File: src/hdl/clp_pkg.sv
`timescale 1ns / 1ps
// Shared types and constants for the polygon window clipper.
// No dependencies; imported by every module of the block.
package clp_pkg;

   localparam int WINDOW_EDGES = 4;
   localparam int NUM_CSR      = 2 * WINDOW_EDGES;
   localparam int CSR_AW       = 3;

   // corner register indexes
   typedef enum logic [CSR_AW-1:0] {
      CSR_CORNER0_X = 3'd0,
      CSR_CORNER0_Y = 3'd1,
      CSR_CORNER1_X = 3'd2,
      CSR_CORNER1_Y = 3'd3,
      CSR_CORNER2_X = 3'd4,
      CSR_CORNER2_Y = 3'd5,
      CSR_CORNER3_X = 3'd6,
      CSR_CORNER3_Y = 3'd7
   } csr_index_type;

   localparam int CORNER_RESET [NUM_CSR] = '{80, 60, 80, 420, 560, 420, 560, 60};

   // what a token between cells carries besides its coordinates
   typedef struct packed {
      logic vtx;    // coordinates are a vertex
      logic last;   // end of polygon follows (after the vertex, if any)
   } tok_flags_type;

endpackage

File: src/hdl/clp_sink.sv
`timescale 1ns / 1ps
// Output stage: holds back one vertex so the last one can carry the end mark,
// and reports an empty polygon. Uses clp_pkg.
module clp_sink #(
   parameter int COORD_BITS = 12
) (
   input  logic                         clock,
   input  logic                         reset,
   input  logic                         up_valid,
   output logic                         up_ready,
   input  logic signed [COORD_BITS-1:0] up_x,
   input  logic signed [COORD_BITS-1:0] up_y,
   input  clp_pkg::tok_flags_type       up_f,
   output logic                         out_valid,
   input  logic                         out_ready,
   output logic signed [COORD_BITS-1:0] out_x,
   output logic signed [COORD_BITS-1:0] out_y,
   output logic                         out_end,
   output logic                         out_empty
);
   import clp_pkg::*;

   logic                         held_valid_ff, out_valid_ff, out_end_ff, out_empty_ff;
   logic signed [COORD_BITS-1:0] held_x_ff, held_y_ff, out_x_ff, out_y_ff;
   logic                         take;

   assign up_ready = !out_valid_ff || out_ready;
   assign take     = up_valid && up_ready;

   always_ff @(posedge clock) begin
      if (reset) begin
         held_valid_ff <= 1'b0;
         out_valid_ff  <= 1'b0;
      end else begin
         if (out_ready) out_valid_ff <= 1'b0;
         if (take) begin
            if (up_f.vtx) begin
               if (held_valid_ff) begin
                  out_valid_ff <= 1'b1;
                  out_x_ff     <= held_x_ff;
                  out_y_ff     <= held_y_ff;
                  out_end_ff   <= 1'b0;
                  out_empty_ff <= 1'b0;
               end
               held_valid_ff <= 1'b1;
               held_x_ff     <= up_x;
               held_y_ff     <= up_y;
            end else if (up_f.last) begin
               out_valid_ff  <= 1'b1;
               out_x_ff      <= held_valid_ff ? held_x_ff : '0;
               out_y_ff      <= held_valid_ff ? held_y_ff : '0;
               out_end_ff    <= 1'b1;
               out_empty_ff  <= !held_valid_ff;
               held_valid_ff <= 1'b0;
            end
         end
      end
   end

   assign out_valid = out_valid_ff;
   assign out_x     = out_x_ff;
   assign out_y     = out_y_ff;
   assign out_end   = out_end_ff;
   assign out_empty = out_empty_ff;

endmodule

File: config.mk
export PLATFORM = sky130hd
export DESIGN_NAME = clp_sink
export DESIGN_NICKNAME = d
export VERILOG_FILES = /design/src/hdl/clp_pkg.sv /design/src/hdl/clp_sink.sv
export SDC_FILE = /design/constraint.sdc
export NUM_CORES = 1
export LEC_CHECK = 0
export BUFFER_PORTS_ARGS = -buffer_cell sky130_fd_sc_hd__buf_2
export CAP_MARGIN = 5
export CORE_MARGIN = 1.5
export CORE_UTILIZATION = 53
export CTS_CLUSTER_DIAMETER = 120
export DETAILED_ROUTE_END_ITERATION = 8
export GPL_TIMING_DRIVEN = 0
export PLACE_DENSITY_LB_ADDON = 0.12
export SETUP_SLACK_MARGIN = 0.02
export SYNTH_ARGS = -nofsm -noshare
export SYNTH_HDL_FRONTEND = slang
export SYNTH_SLANG_ARGS = --single-unit
export TNS_END_PERCENT = 100
File: constraint.sdc
create_clock -name clock -period 7.4 [get_ports clock]
set_clock_uncertainty 0.2 [all_clocks]
set_input_delay 0 -clock clock [delete_from_list [all_inputs] [get_ports clock]]
set_output_delay 0 -clock clock [all_outputs]
set_load 0.005 [all_outputs]
==> results of run 1 <==
report_power, final:
part / total (mW) / switching, mW / internal (mW)
Clock: 0.155 / 0.0847 / 0.0705
Sequential: 0.335 / 0.00214 / 0.333
Combinational: 0.0460 / 0.0193 / 0.0267
Total: 0.536 / 0.106 / 0.430
final cells by class:
class | count | area (sq um) | area share
well taps | 46 | 57.6 | 0.0222
multi-input cells | 35 | 265 | 0.102
repair buffers | 90 | 623 | 0.240
clock inverters | 3 | 42.5 | 0.0164
inverters | 1 | 3.75 | 0.00145
plain buffers | 2 | 22.5 | 0.00868
flip-flops and latches | 52 | 1540 | 0.594
clock buffers | 5 | 37.5 | 0.0145
cell families (layout without fill, tap and decap cells):
group                  after synthesis  in the layout  share of synthesized area
AOI/OAI and AO/OA                    2              2                     0.0124
buffers and inverters                3            101                     0.0144
DFF                                 52             52                      0.846
muxes                                1              1                    0.00549
and+or+nand+nor                     32             32                      0.122
path summary, 6_finish.rpt:
check / to / slack (ps) / cells past startpoint
min: out_y[4] / 130 / 3
max reg2reg: held_x_ff[3] / 5310 / 4
min reg2reg: out_y[7] / 350 / 1
max: held_x_ff[3] / 5310 / 4
per-layer routing:
metal / GRT usage / vias up / routed length [um] / part of all wire
li1: - / 521 / - / -
met1: 0.189 / 493 / 1130 / 0.37
met2: 0.320 / 34 / 1700 / 0.56
met3: 0.0630 / 7 / 142 / 0.047
met4: 0.0729 / 0 / 52 / 0.017
met5: 0 / - / 0 / 0
tightest hold or removal path, stage by stage:
cell and delay, ps:
buf_2 100, mux2i_1 240, nor3_2 170
repair_timing:
item,in CTS,in global routing
hold buffers,30,0
endpoints found under the setup margin,0,0
hold endpoints to repair,70,0
through the flow:
| stage | cell area, sq um | cells |
|---|---|---|
| 2_1_floorplan | 1820 | 90 |
| 3_3_place_gp | 2170 | 193 |
| 3_5_place_dp | 2210 | 196 |
| 4_1_cts | 2590 | 234 |
| 5_1_grt | 2590 | 234 |
| 6_report | 2590 | 234 |
cell usage in the layout (no fill, tap or decap):
| cell | n |
|---|---|
| buf_2 | 57 |
| edfxtp_1 | 50 |
| dlygate4sd3_1 | 30 |
| nor2b_1 | 15 |
| nor2b_2 | 9 |
| clkbuf_4 | 5 |
| buf_6 | 4 |
| nand2b_1 | 3 |
| nor3_2 | 2 |
| dfxtp_1 | 2 |
| nor2_4 | 1 |
| inv_2 | 1 |
| nand2_1 | 1 |
| mux2i_1 | 1 |
| and3_1 | 1 |
| o32ai_2 | 1 |
| o22ai_1 | 1 |
| clkinvlp_4 | 1 |
| bufinv_16 | 1 |
| clkinv_2 | 1 |
| buf_8 | 1 |
sequential cells by signal, indices dropped and copies added (netlist names):
signal,cells
held_valid_ff,1
held_x_ff,12
held_y_ff,12
out_empty,1
out_end,1
out_valid,1
out_x,12
out_y,12
==> results.md, run 1 <==
* Crit Path Category: register to register
* Final hold vios at 0
* Detail Route Antenna Nets at 0
* Worst-path clk slew at 140 ps
* PostCTS Resize Cnt at 0
* Top post-synthesis cells by area: edfxtp_1 (82%), nor2b_1 (5.1%), nor2b_2 (4.3%), dfxtp_1 (2.2%), buf_6 (1.2%)
* Maximum VDD drop at 0.136 mV
* Worst setup margin at 5310 ps
* CTS tree: done
* Worst slack, placed at 5310 ps
* Final slew viol count at 0
* First-pass GRT wire length at 4450 um
* Remaining DRCs at 0
* Row cnt at 21
* Clock sink total at 52
* CP max stage delay at 760 ps
* Antenna violations before repair at 0
* Die height at 61.7 um
* Clock Latency Late Sink at 360 ps
* Root Driver: clkbuf_4
* Via Count at 1055
* Synth Instances at 90
* DR WL/cell at 13.0 um
* Period utilisation layout at 0.282
* # IOs at 58
* Final Critical Period at 2090 ps
* Slew margin rel. at 0.350
* Total die area at 3800 sq um
* GRT Total Usage at 0.178
* Crit path from: out_valid
* Netlist cell types at 14
* Number of global-route vias before repair at 999
* Hold slack at 131 ps
* Tot Pwr at 536 uW
* Post-synthesis sequential area ratio at 0.846
* CP Data Arrival Time at 1970 ps
* Post-synth EDFFs at 50
* Port bufs at 57
* Via/cell ratio at 4.51
* Layout cells sized above 1 at 0.447
* Post-CTS setup buffer count at 0
* Die X at 61.7 um
* Fill cell count at 216
* Mapped Avg Cell Area at 20.3 sq um
* Clock Tree Buf Depth at 2
* Status: complete, no violations
* Setup TNS at 0 ps
* Yosys synthesis warning count at 0
* Post-DP HPWL at 1890 um
* Maximum fanout along the worst path at 13
* Reported max-cap violation count at 0
* Min-Delay Path Class: input port to register
* Routed WL at 3030 um
* CP top delay family: simple AND/OR/NAND/NOR gates
* Final Util at 0.783
* Initial DRC Count at 27
* Inserted Clock Buffers at 5
* Slowest CP cell: nor3_2
* Bufs and invs on worst path at 1
* N_diodes at 0
* Dominant cell type by area after synthesis: edfxtp_1
* Synth top area share at 0.824
* Layout Nets at 217
* Asr flop ratio synth at 0
* Pwr/cell area at 207 nW/um^2
* Most common cell in the netlist: edfxtp_1
* Worst r2r src: out_valid
* Largest net degree at the start of global routing at 17
* Initial Util at 0.551
* Worst setup SP type: register
* CORE AREA at 3310 sq um
* Yosys reg bits at 52
* Crit end category: register
* Pleak at 1.00 nW
* Top cells by count, synth: edfxtp_1 (50), nor2b_1 (15), nor2b_2 (9), nand2b_1 (3)
* Syn_nets at 120
* Post-synth top flop: edfxtp_1
* Ordered list of cells on the worst path: nand2b_1, nand2_1, nor3_2, buf_8
* H-tree depth at 2
* Max Clk Rate at 479 MHz
* Gpl congestion at 0.676
* Synthesized area at 1820 sq um
* Overflow after GRT at 0
* Final setup viols at 0
* RSZ-0062 raised after global routing: no
* WP data required at 7290 ps
* Worst-Margin Slew at 969 ps
* Hold Crit Start: up_f[0]
* TritonRoute pass-1 iters at 4
* Area delta synth->final at 42.3%
Power figures use the tool's default switching activity.
==> run 2, diff against run 1 <==
--- a/config.mk
+++ b/config.mk
@@ -8,7 +8,7 @@
 export BUFFER_PORTS_ARGS = -buffer_cell sky130_fd_sc_hd__buf_2
 export CAP_MARGIN = 5
 export CORE_MARGIN = 1.5
-export CORE_UTILIZATION = 53
+export CORE_UTILIZATION = 49
 export CTS_CLUSTER_DIAMETER = 120
 export DETAILED_ROUTE_END_ITERATION = 8
 export GPL_TIMING_DRIVEN = 0
==> constraint.sdc (replaced) <==
create_clock -name clock -period 2.1 [get_ports clock]
set_clock_uncertainty 0.2 [all_clocks]
set_input_delay 0 -clock clock [delete_from_list [all_inputs] [get_ports clock]]
set_output_delay 0 -clock clock [all_outputs]
set_load 0.005 [all_outputs]
==> run 2 against run 1 <==
Compared with the run above: utilization fell by 1.9 points; design area grew 1.4%; routed wire length rose by 2.3%; sequential power grew to 3.5 times the previous value; power grew to 3.7 times the previous value.
==> results.md, run 2 (synthesized netlist as in run 1, its figures left out) <==
* Gate power share at 0.083
* Crit end category: register
* Worst-Margin Slew at 1050 ps
* Row cnt at 21
* Bufs and invs on worst path at 3
* Busiest grt layer: met2
* Overflow after GRT at 0
* RSZ-0062 raised after global routing: no
* Max Clk Rate at 495 MHz
* Largest net degree at the start of global routing at 25
* Post-CTS setup buffer count at 0
* Post-DP HPWL at 1920 um
* Total die area at 4100 sq um
* CP max stage delay at 590 ps
* Gpl congestion at 0.641
* Inserted Clock Buffers at 5
* CTS tree: done
* Slew margin rel. at 0.296
* Port bufs at 57
* # IOs at 58
* CP top delay family: buffers and inverters
* Maximum VDD drop at 0.488 mV
* Layout Nets at 215
* Root Driver: clkbuf_8
* M3 GR Usage at 0.0528
* Worst slack, placed at -60.5 ps
* Commonest non-fill, non-tap cell in the layout: buf_2
* Hold slack at 56.2 ps
* Pwr/cell area at 762 nW/um^2
* Reported max-cap violation count at 0
* Clock sink total at 52
* Layout cells sized above 1 at 0.452
* H-tree depth at 2
* Via Count at 1050
* Die X at 64.0 um
* Initial Util at 0.530
* Slowest CP cell: dlygate4sd3_1
* Detail Route Antenna Nets at 0
* Final setup viols at 0
* Reg power frac at 0.589
* Met2 Use GR at 0.319
* Pleak at 1.01 nW
* Number of global-route vias before repair at 1023
* Ordered list of cells on the worst path: dlygate4sd3_1, buf_2, mux2i_1, o22ai_1, dlygate4sd3_1
* Worst setup SP type: input port
* Worst-path clk slew at 80 ps
* Routed WL at 3100 um
* Initial DRC Count at 56
* Net Sw Frac at 0.194
* Via/cell ratio at 4.53
* Period utilisation layout at 0.962
* CP Data Arrival Time at 2020 ps
* Min-Delay Path Class: input port to register
* Antenna violations before repair at 0
* Worst setup margin at 79.2 ps
* Final hold vios at 0
* N_diodes at 0
* Switching power at 388 uW
* Reg2Reg Setup Slack at 130 ps
* GRT Total Usage at 0.165
* Final slew viol count at 0
* Area delta synth->final at 44.3%
* Clock Tree Buf Depth at 2
* WP data required at 2100 ps
* CORE AREA at 3440 sq um
* Maximum fanout along the worst path at 3
* Clock network fraction of total power at 0.328
* Most repeated library cell on the critical path: dlygate4sd3_1
* Remaining DRCs at 0
* Die height at 64.0 um
* Crit Path Category: input port to register
* Commonest non-fill, non-tap cells in the layout: buf_2 (57), edfxtp_1 (50), dlygate4sd3_1 (30), nor2b_1 (15), nor2b_2 (9)
* Internal at 1.62 mW
* TritonRoute pass-1 iters at 4
* Clock Latency Late Sink at 300 ps
* First-pass GRT wire length at 4600 um
* Status: complete, no violations
* Final Critical Period at 2020 ps
* DR WL/cell at 13.4 um
* Met1 Use GR at 0.149
## run 2: cell count changes in the layout (fill, tap and decap cells not counted), sizes merged
cell  delta
buf      -3
nor3     +1
## run 2: path summary, 6_finish.rpt
check,from,endpoint,cells after the start
worst min-delay path,reset,out_y[8],2
worst max-delay path,up_f[1],out_valid,5
worst max register to register,held_valid_ff,out_valid,3
worst min register to register,held_y_ff[0],out_y[0],1
## run 2: metrics by stage
step / cells / TNS (ps) / power, mW / area (sq um) / util
3_5_place_dp: 193 / -1550 / 1.32 / 2190 / 0.636
6_report: 232 / 0 / 2.00 / 2630 / 0.764
2_1_floorplan: 90 / 0 / 1.26 / 1850 / -
5_1_grt: 232 / 0 / 2.09 / 2630 / 0.764
3_3_place_gp: 193 / -243 / 1.31 / 2190 / 0.636
4_1_cts: 232 / 0 / 2.02 / 2610 / 0.759
## run 2: final cells by class
cell class / count / area, sq um
sequential: 52 / 1540
fill: 221 / 811
timing repair buffer: 87 / 586
multi-input combinational: 36 / 309
clock buffer: 5 / 68.8
tap: 46 / 57.6
clock inverter: 3 / 42.5
buffer: 2 / 22.5
inverter: 1 / 3.75
## run 2: what timing repair did
action,CTS,global route
cloned,1,0
hold buffers,30,0
pin swaps,1,0
endpoints found under the setup margin,50,37
endpoints found under the hold margin,32,0
gates resized for setup,1,3
## run 2: layer usage
layer	routed length (um)	share of wire	vias to the layer above
met4	75	0.024	0
met3	152	0.049	7
met1	1070	0.35	484
li1	-	-	520
met2	1800	0.58	39
met5	0	0	-
## run 2: power groups by stage
stage,Combinational [mW],Clock (mW),Sequential [mW]
after floorplan,0.0565,0,1.21
after global placement,0.110,0,1.20
after detailed placement,0.116,0,1.20
after CTS,0.164,0.671,1.18
after global routing,0.183,0.721,1.18
final,0.167,0.657,1.18
