### config.mk
export PLATFORM = sky130hd
export DESIGN_NAME = clp_cell
export DESIGN_NICKNAME = d
export VERILOG_FILES = /design/src/hdl/clp_pkg.sv /design/src/hdl/clp_div.sv /design/src/hdl/clp_cell.sv
export SDC_FILE = /design/constraint.sdc
export NUM_CORES = 2
export LEC_CHECK = 0
export ABC_AREA = 0
export BUFFER_PORTS_ARGS = -buffer_cell sky130_fd_sc_hd__buf_2
export CORE_UTILIZATION = 37
export CTS_CLUSTER_DIAMETER = 80
export DETAILED_ROUTE_END_ITERATION = 12
export PLACE_DENSITY = 0.51
export SYNTH_ARGS = -nofsm -noshare
export SYNTH_HDL_FRONTEND = slang
export SYNTH_SLANG_ARGS = --single-unit
### constraint.sdc
create_clock -name clock -period 22.1 [get_ports clock]
set_input_delay 3.315 -clock clock [delete_from_list [all_inputs] [get_ports clock]]
set_output_delay 3.315 -clock clock [all_outputs]
set_load 0.02 [all_outputs]
### src/hdl/clp_pkg.sv
`timescale 1ns / 1ps
// Shared types and constants for the polygon window clipper.
// No dependencies; imported by every module of the block.
package clp_pkg;

   localparam int WINDOW_EDGES = 4;
   localparam int NUM_CSR      = 2 * WINDOW_EDGES;
   localparam int CSR_AW       = 3;

   // corner register indexes
   typedef enum logic [CSR_AW-1:0] {
      CSR_CORNER0_X = 3'd0,
      CSR_CORNER0_Y = 3'd1,
      CSR_CORNER1_X = 3'd2,
      CSR_CORNER1_Y = 3'd3,
      CSR_CORNER2_X = 3'd4,
      CSR_CORNER2_Y = 3'd5,
      CSR_CORNER3_X = 3'd6,
      CSR_CORNER3_Y = 3'd7
   } csr_index_type;

   localparam int CORNER_RESET [NUM_CSR] = '{80, 60, 80, 420, 560, 420, 560, 60};

   // what a token between cells carries besides its coordinates
   typedef struct packed {
      logic vtx;    // coordinates are a vertex
      logic last;   // end of polygon follows (after the vertex, if any)
   } tok_flags_type;

endpackage

### src/hdl/clp_div.sv
`timescale 1ns / 1ps
// Restoring divider, one quotient bit per cycle, unsigned.
// Quotient must fit in QB bits (num < den << QB). Uses clp_pkg.
module clp_div #(
   parameter int NW = 40,
   parameter int DW = 28,
   parameter int QB = 13
) (
   input  logic          clock,
   input  logic          reset,
   input  logic          start,
   input  logic [NW-1:0] num,
   input  logic [DW-1:0] den,
   output logic          done,
   output logic [QB-1:0] quo,
   output logic          rem_nz
);
   import clp_pkg::*;

   localparam int CW = $clog2(QB + 1);

   logic          busy_ff;
   logic          done_ff;
   logic [CW-1:0] cnt_ff;
   logic [DW-1:0] rem_ff;
   logic [DW-1:0] den_ff;
   logic [QB-1:0] sh_ff;
   logic [DW:0]   trial;
   logic [DW:0]   trial_sub;
   logic          ge;

   assign trial     = {rem_ff, sh_ff[QB-1]};
   assign trial_sub = trial - {1'b0, den_ff};
   assign ge        = trial >= {1'b0, den_ff};

   always_ff @(posedge clock) begin
      if (reset) begin
         busy_ff <= 1'b0;
         done_ff <= 1'b0;
         cnt_ff  <= '0;
      end else if (start) begin
         busy_ff <= 1'b1;
         done_ff <= 1'b0;
         cnt_ff  <= CW'(QB);
      end else if (busy_ff) begin
         cnt_ff <= cnt_ff - 1'b1;
         if (cnt_ff == CW'(1)) begin
            busy_ff <= 1'b0;
            done_ff <= 1'b1;
         end
      end
   end

   always_ff @(posedge clock) begin
      if (start) begin
         rem_ff <= DW'(num[NW-1:QB]);
         sh_ff  <= num[QB-1:0];
         den_ff <= den;
      end else if (busy_ff) begin
         rem_ff <= ge ? trial_sub[DW-1:0] : trial[DW-1:0];
         sh_ff  <= {sh_ff[QB-2:0], ge};
      end
   end

   assign done   = done_ff;
   assign quo    = sh_ff;
   assign rem_nz = rem_ff != '0;

endmodule

### src/hdl/clp_cell.sv
`timescale 1ns / 1ps
// One clipping cell: clips the vertex stream against the directed edge a->b.
// Keeps first and previous vertex; uses clp_div and clp_pkg.
module clp_cell #(
   parameter int COORD_BITS = 12
) (
   input  logic                         clock,
   input  logic                         reset,
   input  logic signed [COORD_BITS-1:0] ax,
   input  logic signed [COORD_BITS-1:0] ay,
   input  logic signed [COORD_BITS-1:0] bx,
   input  logic signed [COORD_BITS-1:0] by,
   input  logic                         up_valid,
   output logic                         up_ready,
   input  logic signed [COORD_BITS-1:0] up_x,
   input  logic signed [COORD_BITS-1:0] up_y,
   input  clp_pkg::tok_flags_type       up_f,
   output logic                         dn_valid,
   input  logic                         dn_ready,
   output logic signed [COORD_BITS-1:0] dn_x,
   output logic signed [COORD_BITS-1:0] dn_y,
   output clp_pkg::tok_flags_type       dn_f
);
   import clp_pkg::*;

   localparam int C  = COORD_BITS;
   localparam int KW = 2 * C + 3;   // cross product
   localparam int DW = 2 * C + 4;   // k1 - k2
   localparam int NW = 3 * C + 4;   // delta * k1
   localparam int QB = C + 1;

   typedef enum logic [3:0] {
      S_IDLE, S_CLS, S_K1, S_K2, S_KD, S_DEC, S_DST, S_DIV, S_CRS, S_PT, S_END
   } state_type;

   state_type state_ff;
   logic      started_ff, last_ff, closing_ff, in2_ff;
   logic signed [C-1:0] first_x_ff, first_y_ff, prev_x_ff, prev_y_ff;
   logic signed [C-1:0] p1x_ff, p1y_ff, p2x_ff, p2y_ff;
   logic signed [2*C+1:0] pa_ff, pb_ff;
   logic signed [KW-1:0]  k1_ff, k2_ff;
   logic signed [NW-1:0]  nx_ff, ny_ff;
   logic signed [DW-1:0]  d_ff;
   logic                  dn_valid_ff;
   logic signed [C-1:0]   dn_x_ff, dn_y_ff;
   tok_flags_type         dn_f_ff;

   logic signed [C:0]     ex, ey, rel_x, rel_y, dx, dy;
   logic signed [C-1:0]   sel_x, sel_y;
   logic signed [2*C+1:0] pa_in, pb_in;
   logic signed [KW-1:0]  k_in;
   logic [NW-1:0]         nx_mag, ny_mag;
   logic [DW-1:0]         d_mag;
   logic                  div_start, done_x, done_y, rem_x, rem_y, out_free;
   logic [QB-1:0]         q_x, q_y;
   logic signed [C-1:0]   cross_x, cross_y;
   state_type             after_clip;

   // trunc(c1 + n/d) from |n|/|d| quotient and remainder flag
   function automatic logic signed [C-1:0] fix_up(input logic signed [C-1:0] c1,
                                                  input logic [QB-1:0] q,
                                                  input logic rem, input logic neg);
      logic signed [C+1:0] base, qe, fl;
      base = c1;
      qe   = signed'({1'b0, q});
      fl   = neg ? base - qe - signed'((C+2)'(rem)) : base + qe;
      if (rem && fl < 0) fl = fl + 1;
      return fl[C-1:0];
   endfunction

   assign ex    = bx - ax;
   assign ey    = by - ay;
   assign sel_x = (state_ff == S_K1) ? p1x_ff : p2x_ff;
   assign sel_y = (state_ff == S_K1) ? p1y_ff : p2y_ff;
   assign rel_x = sel_x - ax;
   assign rel_y = sel_y - ay;
   assign pa_in = ex * rel_y;
   assign pb_in = ey * rel_x;
   assign k_in  = pa_ff - pb_ff;
   assign dx    = p2x_ff - p1x_ff;
   assign dy    = p2y_ff - p1y_ff;

   assign nx_mag = nx_ff[NW-1] ? NW'(-nx_ff) : NW'(nx_ff);
   assign ny_mag = ny_ff[NW-1] ? NW'(-ny_ff) : NW'(ny_ff);
   assign d_mag  = d_ff[DW-1] ? DW'(-d_ff) : DW'(d_ff);
   assign div_start = state_ff == S_DST;

   clp_div #(.NW(NW), .DW(DW), .QB(QB)) u_div_x (
      .clock(clock), .reset(reset), .start(div_start), .num(nx_mag), .den(d_mag),
      .done(done_x), .quo(q_x), .rem_nz(rem_x)
   );
   clp_div #(.NW(NW), .DW(DW), .QB(QB)) u_div_y (
      .clock(clock), .reset(reset), .start(div_start), .num(ny_mag), .den(d_mag),
      .done(done_y), .quo(q_y), .rem_nz(rem_y)
   );

   assign cross_x = fix_up(p1x_ff, q_x, rem_x, nx_ff[NW-1] ^ d_ff[DW-1]);
   assign cross_y = fix_up(p1y_ff, q_y, rem_y, ny_ff[NW-1] ^ d_ff[DW-1]);

   assign out_free   = !dn_valid_ff || dn_ready;
   assign after_clip = closing_ff ? S_END : (last_ff ? S_CLS : S_IDLE);
   assign up_ready   = state_ff == S_IDLE;

   always_ff @(posedge clock) begin
      if (reset) begin
         state_ff    <= S_IDLE;
         started_ff  <= 1'b0;
         dn_valid_ff <= 1'b0;
         last_ff     <= 1'b0;
         closing_ff  <= 1'b0;
      end else begin
         if (dn_ready) dn_valid_ff <= 1'b0;
         case (state_ff)
            S_IDLE: begin
               if (up_valid) begin
                  last_ff    <= up_f.last;
                  closing_ff <= 1'b0;
                  if (up_f.vtx) begin
                     prev_x_ff <= up_x;
                     prev_y_ff <= up_y;
                     if (started_ff) begin
                        p1x_ff   <= prev_x_ff;
                        p1y_ff   <= prev_y_ff;
                        p2x_ff   <= up_x;
                        p2y_ff   <= up_y;
                        state_ff <= S_K1;
                     end else begin
                        first_x_ff <= up_x;
                        first_y_ff <= up_y;
                        started_ff <= 1'b1;
                        state_ff   <= up_f.last ? S_CLS : S_IDLE;
                     end
                  end else begin
                     state_ff <= up_f.last ? S_CLS : S_IDLE;
                  end
               end
            end
            S_CLS: begin
               // close the edge back to the first vertex
               started_ff <= 1'b0;
               closing_ff <= 1'b1;
               p1x_ff     <= prev_x_ff;
               p1y_ff     <= prev_y_ff;
               p2x_ff     <= first_x_ff;
               p2y_ff     <= first_y_ff;
               state_ff   <= started_ff ? S_K1 : S_END;
            end
            S_K1: begin
               pa_ff    <= pa_in;
               pb_ff    <= pb_in;
               state_ff <= S_K2;
            end
            S_K2: begin
               k1_ff    <= k_in;
               pa_ff    <= pa_in;
               pb_ff    <= pb_in;
               state_ff <= S_KD;
            end
            S_KD: begin
               k2_ff    <= k_in;
               state_ff <= S_DEC;
            end
            S_DEC: begin
               in2_ff <= k2_ff[KW-1];
               nx_ff  <= dx * k1_ff;
               ny_ff  <= dy * k1_ff;
               d_ff   <= DW'(k1_ff) - DW'(k2_ff);
               if (k1_ff[KW-1] != k2_ff[KW-1]) state_ff <= S_DST;
               else if (k2_ff[KW-1])           state_ff <= S_PT;
               else                            state_ff <= after_clip;
            end
            S_DST: state_ff <= S_DIV;
            S_DIV: if (done_x && done_y) state_ff <= S_CRS;
            S_CRS: begin
               if (out_free) begin
                  dn_valid_ff <= 1'b1;
                  dn_x_ff     <= cross_x;
                  dn_y_ff     <= cross_y;
                  dn_f_ff     <= '{vtx: 1'b1, last: 1'b0};
                  state_ff    <= in2_ff ? S_PT : after_clip;
               end
            end
            S_PT: begin
               if (out_free) begin
                  dn_valid_ff <= 1'b1;
                  dn_x_ff     <= p2x_ff;
                  dn_y_ff     <= p2y_ff;
                  dn_f_ff     <= '{vtx: 1'b1, last: 1'b0};
                  state_ff    <= after_clip;
               end
            end
            S_END: begin
               if (out_free) begin
                  dn_valid_ff <= 1'b1;
                  dn_x_ff     <= '0;
                  dn_y_ff     <= '0;
                  dn_f_ff     <= '{vtx: 1'b0, last: 1'b1};
                  state_ff    <= S_IDLE;
               end
            end
            default: state_ff <= S_IDLE;
         endcase
      end
   end

   assign dn_valid = dn_valid_ff;
   assign dn_x     = dn_x_ff;
   assign dn_y     = dn_y_ff;
   assign dn_f     = dn_f_ff;

endmodule

==> flow_summary_export.csv <==
group,metric,value,unit
status,status,"finished, final reports clean",
synth,ys_async_sr_fraction,0,
synth,yosysTopAreaCell,"fa_1",
min_path,hold_class,"register to register",
timing,post-route-period-util,0.541,
floorplanning,coreArea,0.177,sq mm
grt,grt_pass1_vias,50700,
timing,setup_tns,0,ns
synth,ys_seq_area_frac,0.209,
synth,synth_edf_count,445,
layout,seqCellArea,0.0138,sq mm
timing,drv_slew,0,
clocking,path_clk_slew,0.06,ns
clocking,htreeDepth,2,
worst_setup_path,worstSetupPathDepth,30,
synth,syn-cell-area,0.0661,sq mm
drt,routedWlPerCell,20.7,microns
worst_setup_path,cp_slowest_stage_delay,0.72,ns
timing,fin_crit,11.96,ns
floorplanning,die-area,0.180,sq mm
drt,drtIter0Drc,3119,
timing,setup_viol,0,
min_path,min_path_cells,0,
synth,synth_seq_cells,467,
drt,dr.max_layer_used,"met5",
layout,area_delta_synth_final,8.57,%
synth,synth_cells,6886,
synth,yosysUniqueCellTypes,73,
drt,firstDrtPassIters,6,
place,dp_hpwl,156000,microns
layout,multi_input_area,0.0475,sq mm
worst_setup_path,crit_required,22.47,ns
synth,ys.flop_type,"edfxtp_1",
layout,drive_gt1_frac,0.0612,
clocking,cts.root.buffer_cell,"clkbuf_16",
synth,synthTopCellsByArea,"fa_1, edfxtp_1, ha_1",
worst_setup_path,crit_path_max_fanout,14,
clocking,cts_sinks,467,
drt,via_per_inst,5.19,
clocking,cts_tree,"built",
synth,yosysWarnings,0,
worst_setup_path,crit_slowest_cell,"a21boi_0",
grt,grt_usage,0.217,
drt,m1WireLength,87700,microns
layout,nNetsFinal,8561,
timing,fin_worst_skew,0.0326,ns
worst_setup_path,worst_ep_arrival_time,12.33,ns
floorplanning,rows,154,
run,cap_violations,0,
grt,grt_max_degree,86,
clocking,cts.repair.resized,0,
floorplanning,die_h,425,microns
place,numPortBuffers,105,
clocking,insertion_delay,0.67,ns
drt,wl_met3,8950,microns
grt,grt_overflow,0,
worst_setup_path,cp_common_cell,"fa_1",
drt,vias,48400,
synth,synth_common_cells,"inv_1, fa_1, nand2_1",
layout,nFillCells,17600,
timing,hold_viol,0,
clocking,post_cts_buffers,0,
worst_setup_path,cp-end-kind,"register",
worst_setup_path,critPathKind,"primary input to register",
floorplanning,chipWidth,425,microns
timing,fmax,0.0836,GHz
worst_setup_path,r2r_cells,32,
clocking,cts_buffers,60,
synth,syn-num-nets,8524,
drt,wl,193000,microns
floorplanning,num_io_pins,106,
grt,antenna_found_initial,8,
drt,ant_nets,0,
timing,slew_headroom,0.191,
floorplanning,start_util,0.374,
synth,synth.most_common_cell,"inv_1",
place,gp_congestion,0.903,
synth,avgSynthCellArea,9.60,sq um
drt,drc,0,
grt,grt_pass1_wl,300000,microns
clocking,ctsHoldBuffers,0,
timing,rsz0062_at_grt,"no",
worst_setup_path,worst_setup_path_start_kind,"primary input",
timing,worst_pin_slew,1.21,ns
worst_setup_path,cpLargestDelayFamily,"compound AO/OA/AOI/OAI gates",
synth,synth.top_cell.area_share,0.295,
drt,met2_length,91300,microns
worst_setup_path,path_buf_inv,4,
clocking,clock_path_buffers,3,
## path summary, 6_finish.rpt
| check | from | endpoint | slack [ns] |
|---|---|---|---|
| worst max register to register | p1y_ff[1]$_DFFE_PP_ | ny_ff[38]$_DFFE_PP_ | 11.03 |
| worst min register to register | prev_x_ff[11]$_DFFE_PP_ | p1x_ff[11]$_DFFE_PP_ | 0.42 |
| worst max-delay path | ax[0] | pb_ff[25]$_DFFE_PP_ | 10.14 |
| worst min-delay path | prev_x_ff[11]$_DFFE_PP_ | p1x_ff[11]$_DFFE_PP_ | 0.42 |
## area by class of cell
cell class                      instances  share of cell area
Clock buffer                           69              0.0220
Inverter                             1151              0.0602
Tap cell                             2340              0.0408
Clock inverter                         42             0.00634
Sequential cell                       467               0.192
Timing Repair Buffer                  195              0.0167
Antenna cell                            2           0.0000697
Multi-Input combinational cell       5048               0.662
## state kept, by name (all words and copies together) (netlist names), 12 cells and up
name and count:
d_ff 28, dn_x 12, dn_y 12, first_x_ff 12
first_y_ff 12, k1_ff 27, k2_ff 27, nx_ff 40
ny_ff 40, p1x_ff 12, p1y_ff 12, p2x_ff 12
p2y_ff 12, pa_ff 26, pb_ff 26, prev_x_ff 12
prev_y_ff 12, u_div_x.den_ff 28, u_div_x.quo 13, u_div_x.rem_ff 28
u_div_y.quo 13, u_div_y.rem_ff 28
## worst reg2reg max path, delay by kind of cell, from the launching register on
| family | cells | cell delay, ns |
|---|---|---|
| xor+xnor | 2 | 1.01 |
| flops | 1 | 0.67 |
| simple gates | 1 | 0.22 |
| buf+inv | 4 | 0.31 |
| compound gates | 17 | 4.72 |
| fa+ha+maj | 8 | 3.87 |
## per-layer routing
layer  vias to the layer above  GRT usage
li1                      22400          -
met1                     24600      0.299
met2                      1116      0.364
met3                       239     0.0205
met4                         2     0.0578
met5                         -          0
## cell usage in the layout (no fill, tap or decap), types with 12 or more instances in the layout
| master | count |
|---|---|
| a211oi_1 | 24 |
| a21boi_0 | 21 |
| a21o_1 | 103 |
| a21oi_1 | 258 |
| a31oi_1 | 28 |
| and2_1 | 164 |
| and3_1 | 59 |
| buf_2 | 105 |
| buf_4 | 90 |
| clkbuf_16 | 62 |
| clkinv_2 | 12 |
| dfxtp_1 | 22 |
| edfxtp_1 | 445 |
| fa_1 | 974 |
| ha_1 | 585 |
| inv_1 | 1150 |
| mux2_2 | 49 |
| mux2i_1 | 52 |
| nand2_1 | 802 |
| nand2b_1 | 106 |
| nand3_1 | 67 |
| nand4_1 | 22 |
| nor2_1 | 386 |
| nor2b_1 | 129 |
| nor3_1 | 75 |
| nor4_1 | 26 |
| o211ai_1 | 21 |
| o21a_1 | 39 |
| o21ai_0 | 266 |
| o21bai_1 | 38 |
| o31ai_1 | 57 |
| o41ai_1 | 35 |
| or2_2 | 31 |
| or3_1 | 20 |
| or4_1 | 20 |
| xnor2_1 | 299 |
| xor2_1 | 123 |
## logic make-up after synthesis
family	count (synthesis)	synth area share
adder cells (fa/ha/maj)	1560	0.406
AND/OR/NAND/NOR	1971	0.140
buffers and inverters	1371	0.0778
AO/OA/AOI/OAI	981	0.0935
multiplexers	101	0.0162
XOR/XNOR	435	0.0576
flip-flops	467	0.209
## through the flow
stage | util | hold slack, ns | setup slack, ns | cell area, sq um | instances
after floorplan | - | 0.400 | 10.26 | 66100 | 6886
after CTS | 0.406 | 0.419 | 10.21 | 71800 | 9312
after detailed placement | 0.394 | 0.405 | 9.50 | 69700 | 9201
after global placement | 0.394 | 0.401 | 9.59 | 69700 | 9201
after global routing | 0.406 | 0.421 | 9.66 | 71800 | 9312
final | 0.406 | 0.418 | 10.14 | 71800 | 9314
Power is left out: the tool's default activity adds up to more than one toggle a clock period on the data nets, which glitch-free logic cannot reach.
